[src/hw/rtl/spwt_pkg.sv]
// ---------------------------------------------------------------------------
// spwt_pkg
// shared types and codes of the syscall/process watch table
// ---------------------------------------------------------------------------
package spwt_pkg;

    // operation codes carried in the op field
    typedef enum logic [2:0] {
        OP_ADD       = 3'd0,
        OP_DROP_PROC = 3'd1,
        OP_DROP_PAIR = 3'd2,
        OP_PURGE     = 3'd3,
        OP_LOOKUP    = 3'd4
    } op_t;

    // result status codes
    typedef enum logic [1:0] {
        ST_DONE = 2'd0,
        ST_DUP  = 2'd1,
        ST_FULL = 2'd2
    } status_t;

    // sequencer states
    typedef enum logic [1:0] {
        S_IDLE,
        S_SCAN,
        S_COMMIT
    } state_t;

    // token that walks the cell chain, one cell per cycle
    typedef struct packed {
        logic active;
        logic hit;      // some earlier cell matched the query
        logic placed;   // some earlier cell can take the new entry
    } tok_t;

    // broadcast control from the sequencer to every cell
    typedef struct packed {
        logic [2:0] op;
        logic       apply;  // update slot state this cycle
        logic       hit;    // final match result of the scan
    } ctl_t;

endpackage

[src/hw/rtl/spwt_req_if.sv]
// ---------------------------------------------------------------------------
// spwt_req_if
// request channel: operation, call number and process id
// ---------------------------------------------------------------------------
interface spwt_req_if #(
    parameter int CALL_BITS    = 9,
    parameter int PROCESS_BITS = 22
);
    logic                    valid;
    logic                    ready;
    logic [2:0]              op;
    logic [CALL_BITS-1:0]    call_number;
    logic [PROCESS_BITS-1:0] process_id;

    modport source (output valid, output op, output call_number, output process_id,
                    input ready);
    modport sink   (input valid, input op, input call_number, input process_id,
                    output ready);
endinterface

[src/hw/rtl/spwt_rsp_if.sv]
// ---------------------------------------------------------------------------
// spwt_rsp_if
// response channel: found flag and status
// ---------------------------------------------------------------------------
interface spwt_rsp_if;
    logic       valid;
    logic       ready;
    logic       found;
    logic [1:0] status;

    modport source (output valid, output found, output status, input ready);
    modport sink   (input valid, input found, input status, output ready);
endinterface

[src/hw/rtl/spwt_cell.sv]
// ---------------------------------------------------------------------------
// spwt_cell
// one table slot: compares against the query as the token passes and
// applies the broadcast update at commit
// ---------------------------------------------------------------------------
module spwt_cell #(
    parameter int CALL_BITS    = 9,
    parameter int PROCESS_BITS = 22
) (
    input  logic                    clk,
    input  logic                    rst_n,
    input  logic [CALL_BITS-1:0]    q_call,
    input  logic [PROCESS_BITS-1:0] q_proc,
    input  spwt_pkg::ctl_t          ctl,
    input  spwt_pkg::tok_t          tok_in,
    output spwt_pkg::tok_t          tok_out
);

    logic                    valid_reg;
    logic                    valid_next;
    logic                    chosen_reg;
    logic                    chosen_next;
    logic                    write_en;
    logic [CALL_BITS-1:0]    call_reg;
    logic [PROCESS_BITS-1:0] proc_reg;
    spwt_pkg::tok_t          tok_reg;
    spwt_pkg::tok_t          tok_next;

    logic call_eq;
    logic wild;
    logic match;
    logic freeable;

    assign call_eq  = valid_reg && (call_reg == q_call);
    assign wild     = (q_proc == '0);
    assign match    = call_eq && ((proc_reg == q_proc) || (proc_reg == '0));
    // free now, or freed by a wildcard add of the same call
    assign freeable = !valid_reg || (wild && call_eq);

    always_comb
    begin
        tok_next    = '0;
        chosen_next = chosen_reg;
        if (tok_in.active)
        begin
            tok_next.active = 1'b1;
            tok_next.hit    = tok_in.hit | match;
            tok_next.placed = tok_in.placed | freeable;
            chosen_next     = !tok_in.placed && freeable;
        end
    end

    always_comb
    begin
        valid_next = valid_reg;
        write_en   = 1'b0;
        if (ctl.apply)
        begin
            case (ctl.op)
                spwt_pkg::OP_ADD:
                begin
                    if (!ctl.hit)
                    begin
                        if (chosen_reg)
                        begin
                            valid_next = 1'b1;
                            write_en   = 1'b1;
                        end
                        else if (wild && call_eq)
                        begin
                            valid_next = 1'b0;
                        end
                    end
                end
                spwt_pkg::OP_DROP_PROC:
                begin
                    if (proc_reg == q_proc)
                    begin
                        valid_next = 1'b0;
                    end
                end
                spwt_pkg::OP_DROP_PAIR:
                begin
                    if (match)
                    begin
                        valid_next = 1'b0;
                    end
                end
                spwt_pkg::OP_PURGE:
                begin
                    valid_next = 1'b0;
                end
                default:
                begin
                    valid_next = valid_reg;
                end
            endcase
        end
    end

    always_ff @(posedge clk or negedge rst_n)
    begin
        if (!rst_n)
        begin
            valid_reg  <= 1'b0;
            chosen_reg <= 1'b0;
            tok_reg    <= '0;
        end
        else
        begin
            valid_reg  <= valid_next;
            chosen_reg <= chosen_next;
            tok_reg    <= tok_next;
        end
    end

    always_ff @(posedge clk)
    begin
        if (write_en)
        begin
            call_reg <= q_call;
            proc_reg <= q_proc;
        end
    end

    assign tok_out = tok_reg;

endmodule

[src/hw/rtl/syscall_pid_watch_table_unit.sv]
// ---------------------------------------------------------------------------
// syscall_pid_watch_table_unit
// table of (call number, process id) watch entries built as a chain of
// slot cells; process id 0 in an entry matches every process
// ---------------------------------------------------------------------------
//
//  channel  dir  beat contents                     handshake
//  -------  ---  --------------------------------  -----------
//  req      in   op, call_number, process_id       valid/ready
//  rsp      out  found, status                     valid/ready
//
// every operation is a scan followed by a commit before the next accept:
// a token walks the cell chain one slot per cycle, gathering the
// match and the lowest usable slot, then the commit updates all slots
// reset empties the table at once; no clearing pass
// a stalled rsp holds the commit until the output register frees up; req is
// taken again as soon as the commit is done, even while a result still waits
//
module syscall_pid_watch_table_unit #(
    parameter int TABLE_SLOTS  = 64,
    parameter int CALL_BITS    = 9,
    parameter int PROCESS_BITS = 22
) (
    input  logic       clk,
    input  logic       rst_n,
    spwt_req_if.sink   req,
    spwt_rsp_if.source rsp
);

    // sequencer
    spwt_pkg::state_t state_reg;
    spwt_pkg::state_t state_next;

    // operation held for the whole scan, broadcast to the cells
    logic [2:0]              op_reg;
    logic [2:0]              op_next;
    logic [CALL_BITS-1:0]    call_reg;
    logic [CALL_BITS-1:0]    call_next;
    logic [PROCESS_BITS-1:0] proc_reg;
    logic [PROCESS_BITS-1:0] proc_next;

    // token launch into the head of the chain
    logic launch_reg;
    logic launch_next;

    // scan results taken from the tail of the chain
    logic hit_reg;
    logic hit_next;
    logic placed_reg;
    logic placed_next;

    // output register
    logic       out_valid_reg;
    logic       out_valid_next;
    logic       found_reg;
    logic       found_next;
    logic [1:0] status_reg;
    logic [1:0] status_next;

    logic           out_free;
    logic           in_fire;
    spwt_pkg::ctl_t ctl;
    spwt_pkg::tok_t tok [0:TABLE_SLOTS];

    assign out_free = !out_valid_reg || rsp.ready;
    assign in_fire  = req.valid && req.ready;

    // head token: fresh scan, nothing seen yet
    always_comb
    begin
        tok[0]        = '0;
        tok[0].active = launch_reg;
    end

    // the chain of slots
    for (genvar i = 0; i < TABLE_SLOTS; i++)
    begin : g_cell
        spwt_cell #(
            .CALL_BITS    (CALL_BITS),
            .PROCESS_BITS (PROCESS_BITS)
        ) u_cell (
            .clk     (clk),
            .rst_n   (rst_n),
            .q_call  (call_reg),
            .q_proc  (proc_reg),
            .ctl     (ctl),
            .tok_in  (tok[i]),
            .tok_out (tok[i+1])
        );
    end

    always_comb
    begin
        state_next     = state_reg;
        op_next        = op_reg;
        call_next      = call_reg;
        proc_next      = proc_reg;
        launch_next    = 1'b0;
        hit_next       = hit_reg;
        placed_next    = placed_reg;
        out_valid_next = out_valid_reg && !rsp.ready;
        found_next     = found_reg;
        status_next    = status_reg;
        req.ready      = 1'b0;
        ctl.op         = op_reg;
        ctl.hit        = hit_reg;
        ctl.apply      = 1'b0;

        case (state_reg)
            spwt_pkg::S_IDLE:
            begin
                req.ready = 1'b1;
                if (in_fire)
                begin
                    op_next     = req.op;
                    call_next   = req.call_number;
                    proc_next   = req.process_id;
                    launch_next = 1'b1;
                    state_next  = spwt_pkg::S_SCAN;
                end
            end
            spwt_pkg::S_SCAN:
            begin
                // token reached the tail: match and slot search complete
                if (tok[TABLE_SLOTS].active)
                begin
                    hit_next    = tok[TABLE_SLOTS].hit;
                    placed_next = tok[TABLE_SLOTS].placed;
                    state_next  = spwt_pkg::S_COMMIT;
                end
            end
            spwt_pkg::S_COMMIT:
            begin
                if (out_free)
                begin
                    ctl.apply      = 1'b1;
                    out_valid_next = 1'b1;
                    found_next     = 1'b0;
                    status_next    = spwt_pkg::ST_DONE;
                    if (op_reg == spwt_pkg::OP_ADD)
                    begin
                        found_next = hit_reg;
                        if (hit_reg)
                        begin
                            status_next = spwt_pkg::ST_DUP;
                        end
                        else if (!placed_reg)
                        begin
                            status_next = spwt_pkg::ST_FULL;
                        end
                    end
                    else if (op_reg == spwt_pkg::OP_LOOKUP)
                    begin
                        found_next = hit_reg;
                    end
                    state_next = spwt_pkg::S_IDLE;
                end
            end
            default:
            begin
                state_next = spwt_pkg::S_IDLE;
            end
        endcase
    end

    always_ff @(posedge clk or negedge rst_n)
    begin
        if (!rst_n)
        begin
            state_reg     <= spwt_pkg::S_IDLE;
            launch_reg    <= 1'b0;
            out_valid_reg <= 1'b0;
        end
        else
        begin
            state_reg     <= state_next;
            launch_reg    <= launch_next;
            out_valid_reg <= out_valid_next;
        end
    end

    always_ff @(posedge clk)
    begin
        op_reg     <= op_next;
        call_reg   <= call_next;
        proc_reg   <= proc_next;
        hit_reg    <= hit_next;
        placed_reg <= placed_next;
        found_reg  <= found_next;
        status_reg <= status_next;
    end

    assign rsp.valid  = out_valid_reg;
    assign rsp.found  = found_reg;
    assign rsp.status = status_reg;

endmodule

[src/flat_wrapper.sv]
// flat-port wrapper written by rule: the top's interface ports become plain ports
module syscall_pid_watch_table_unit_flat 
#(
    parameter int TABLE_SLOTS  = 64,
    parameter int CALL_BITS    = 9,
    parameter int PROCESS_BITS = 22
)
  (clk, rst_n, req_valid, req_op, req_call_number, req_process_id, req_ready, rsp_valid, rsp_found, rsp_status, rsp_ready);
  spwt_req_if #(.CALL_BITS(CALL_BITS), .PROCESS_BITS(PROCESS_BITS)) req_i ();
  spwt_rsp_if rsp_i ();
  input  logic clk;
  input  logic rst_n;
  input wire logic [$bits(req_i.valid)-1:0] req_valid;
  input wire logic [$bits(req_i.op)-1:0] req_op;
  input wire logic [$bits(req_i.call_number)-1:0] req_call_number;
  input wire logic [$bits(req_i.process_id)-1:0] req_process_id;
  output wire logic [$bits(req_i.ready)-1:0] req_ready;
  output wire logic [$bits(rsp_i.valid)-1:0] rsp_valid;
  output wire logic [$bits(rsp_i.found)-1:0] rsp_found;
  output wire logic [$bits(rsp_i.status)-1:0] rsp_status;
  input wire logic [$bits(rsp_i.ready)-1:0] rsp_ready;
  assign req_i.valid = req_valid;
  assign req_i.op = req_op;
  assign req_i.call_number = req_call_number;
  assign req_i.process_id = req_process_id;
  assign req_ready = req_i.ready;
  assign rsp_valid = rsp_i.valid;
  assign rsp_found = rsp_i.found;
  assign rsp_status = rsp_i.status;
  assign rsp_i.ready = rsp_ready;
  syscall_pid_watch_table_unit #(.TABLE_SLOTS(TABLE_SLOTS), .CALL_BITS(CALL_BITS), .PROCESS_BITS(PROCESS_BITS)) u_core (.clk(clk), .rst_n(rst_n), .req(req_i), .rsp(rsp_i));
endmodule
[config.mk]
export PLATFORM = sky130hd
export DESIGN_NAME = syscall_pid_watch_table_unit_flat
export DESIGN_NICKNAME = d
export VERILOG_FILES = /design/src/hw/rtl/spwt_pkg.sv /design/src/hw/rtl/spwt_req_if.sv /design/src/hw/rtl/spwt_rsp_if.sv /design/src/hw/rtl/spwt_cell.sv /design/src/hw/rtl/syscall_pid_watch_table_unit.sv /design/src/flat_wrapper.sv
export SDC_FILE = /design/constraint.sdc
export NUM_CORES = 2
export LEC_CHECK = 0
export ABC_AREA = 0
export CELL_PAD_IN_SITES_DETAIL_PLACEMENT = 1
export CELL_PAD_IN_SITES_GLOBAL_PLACEMENT = 2
export CORE_ASPECT_RATIO = 1.2
export CORE_MARGIN = 3
export CORE_UTILIZATION = 40
export CTS_CLUSTER_DIAMETER = 60
export DETAILED_ROUTE_END_ITERATION = 8
export DONT_BUFFER_PORTS = 1
export GPL_ROUTABILITY_DRIVEN = 0
export PLACE_DENSITY_LB_ADDON = 0.1
export SYNTH_ARGS = -nofsm -noshare
export SYNTH_HDL_FRONTEND = slang
export SYNTH_HIERARCHICAL = 1
export SYNTH_SLANG_ARGS = --single-unit
[constraint.sdc]
create_clock -name clk -period 12.3 [get_ports clk]
set_clock_uncertainty 0.15 [all_clocks]
set_input_delay 0.615 -clock clk [delete_from_list [all_inputs] [get_ports clk]]
set_output_delay 0.615 -clock clk [all_outputs]
set_load 0.01 [all_outputs]
==> implementation parameters <==
Parameter                              Value

Global route
  Number of global-route vias before repair    75,205
  Initial antenna violation count    11
  Wire length of the first global-routing pass    510,000 um
  Largest net degree at the start of global routing    325
  Aggregate global routing overflow    0
  Total global routing track utilization    24.0%

Floorplan
  Top-Level Pins    43
  Die boundary height    580 um
  Die outline width    484 um
  Area of the die    281,000 um2
  Site row count    210
  Core area    273,000 um2
  Initial cell density of the core    40.2%

Routing
  Average vias per placed instance    5.84
  Post-DRT Antenna Nets    0
  Detailed-route DRC error count    0
  Detailed-router iteration count before antenna repair    5
  Total wire length after detailed routing    344,000 um
  Number of DRC violations after detailed-routing iteration 0    4,951
  Per-cell routed wire length    29.0 um
  Total vias in the final route    69,220

Timing
  Setup repair after global routing missed its margin    false
  Final-report max-slew violation count    0
  Post-route setup TNS    0 ns
  Final-report hold violation count    0
  Worst relative slew slack    20.0%
  Max Fclk    224 MHz
  Slew of the pin with the lowest slew margin    1.20 ns
  Worst Hold Slack    0.134 ns
  Share of the clock period used by the worst path after layout    36.2%
  Final period demand of the worst path    4.46 ns
  Final setup viols    0

Layout
  Final cell area excluding filler cells    126,000 um2
  Area added between synthesis and finish    14.8%
  Ratio of cells with drive above 1 in the final layout    16.7%
  Net total in the final layout    8,064
  Most common cell after layout, fill and taps aside    edfxtp_1
  Max reg flops    1,408
  Top library cells by usage in the layout, fill and taps aside    2,023 x edfxtp_1, 1,282 x xor2_1, 960 x nor4_1, 576 x xnor2_1, 324 x dfrtp_1
  Filler cell count in the final layout    26,952

Setup path
  Arrival time worst endpoint    5.04 ns
  Classification of the worst setup path    flip-flop to flip-flop
  CP Launch Type    flip-flop
  CP required    12.88 ns
  Critical Path Fanout Max    101
  Type of element capturing the critical path    flip-flop

Placement
  Post-detailed-placement cell area    117,000 um2
  HPWL reported at the end of detailed placement    185,000 um
  Count of input and output buffers    0

Yosys
  Main flop type after synthesis    edfxtp_1
  Post-synthesis sequential element count    2,347
  Yosys warnings    6
  Post-synthesis cell area    110,000 um2
  Yosys cell types    40
  Post-Synthesis Mean Instance Area    14.7 um2
  Count of flip-flops with a built-in enable after synthesis    2,023
  Count of mapped cells out of synthesis    7,484
  Post-synth ARST share    13.8%
  Seq/Total Area, Yosys    62.7%

CTS
  Number of buffers created by CTS    273
  Worst-path clk slew    0.06 ns
  Count of H-tree levels built during CTS    5
  CTS tree    done
  Clock sink count    2,347
  Clk_lat worst skew    0.86 ns
  Root cell of the clock tree    clkbuf_16
  Maximum number of buffers from clock root to sink    4
  # resized after CTS    0

Job
  Max-cap check violation count    0

Outcome
  Run status    finished, final reports clean

Min path
  Worst hold-check path type    input port to async pin

Pwr
  Power per unit of standard cell area    138 nW/um2
  Worst IR Drop VDD    0.120 mV
  Leakage power figure    42.2 nW
[metal layers]
layer  wire length (um)  up-vias  track usage (%)
li1                   -    30245                -
met2             167000     1499             40.7
met5                 13        -                0
met3              13100      458             2.65
met4               6930        2             5.52
met1             156000    37016             33.1
[final timing paths]
kind | start | slack [ns] | endpoint | cells after the start
worst min register to register | u_core/g_cell[63].u_cell/tok_out[0] | 0.27 | u_core/placed_reg | 0
max in group asynchronous | rst_n | 9.95 | u_core/g_cell[5].u_cell/tok_out[1] | 4
worst max register to register | u_core/proc_reg[9] | 7.84 | u_core/g_cell[38].u_cell/valid_reg | 10
worst max-delay path | u_core/proc_reg[9] | 7.84 | u_core/g_cell[38].u_cell/valid_reg | 10
min in group clk | req_process_id[19] | 0.24 | u_core/proc_reg[19] | 1
worst min-delay path | rst_n | 0.13 | u_core/g_cell[16].u_cell/tok_out[2] | 2
[metrics by stage]
stage	std cells	total power, mW	setup WS (ns)	util [%]
floorplan	7486	9.17	2.94	-
global placement	11315	9.41	7.84	42.8
detailed placement	11315	9.42	7.65	42.8
CTS	11840	17.5	7.82	46.2
global route	11843	17.9	7.69	46.2
finish	11845	17.3	7.84	46.2
[what timing repair did]
item,in CTS,in global routing
hold endpoints to repair,361,0
buffers inserted,0,0
hold buffers,38,0
[worst max-delay path: stages (launching register included)]
cell	delay [ns]
edfxtp_1	0.32
buf_4	0.46
buf_4	0.61
buf_12	0.59
buf_4	0.69
xor2_1	0.13
nor4_1	0.34
nand4_1	0.23
o21ai_2	0.22
a31o_4	0.17
o211ai_2	0.08
[logic make-up (layout without fill, tap and decap cells)]
group | Yosys count | after routing | synth area share, %
XOR/XNOR | 1984 | 1984 | 16.7
buffers and inverters | 128 | 880 | 0.438
AND/OR/NAND/NOR | 2509 | 2509 | 15.2
other | 1 | 6 | 0.00342
multiplexers | 64 | 64 | 0.657
flip-flops | 2347 | 2347 | 62.7
AO/OA/AOI/OAI | 451 | 451 | 4.23
[cell usage after synthesis (64+ instances only)]
cell	instances	area, um2
nor3_1	128	641
xor2_2	126	2050
nor2b_1	65	407
nor4_1	960	6010
nor4b_1	64	561
xnor2_1	576	5040
or4_1	128	961
nand4_2	126	1580
dfrtp_1	324	8110
or4_4	64	721
xor2_1	1282	11200
nand2_1	258	968
nand3_1	128	641
mux2_2	64	721
nand4_1	195	1220
a31oi_1	64	400
edfxtp_1	2023	60700
inv_1	128	480
a21oi_1	65	325
nor2_1	258	968
o21a_1	64	480
[report_power, final]
part	leakage (nW)	internal, mW	switching (mW)
logic	15.6	0.172	0.488
clock network	4.27	4.76	3.29
registers	22.3	8.61	0.0178
[area by class of cell]
cell class                      instances  area, um2  share of cell area (%)
Tap cell                             3604       4510                    3.58
Multi-Input combinational cell       5011      40800                    32.4
Timing Repair Buffer                  265       2540                    2.02
Clock buffer                          363       7620                    6.05
Sequential cell                      2347      68900                    54.7
Clock inverter                        124       1120                   0.889
Inverter                              128        480                   0.381
Antenna cell                            3       7.51                 0.00596
Note: power is estimated with default switching activity, not from simulation.
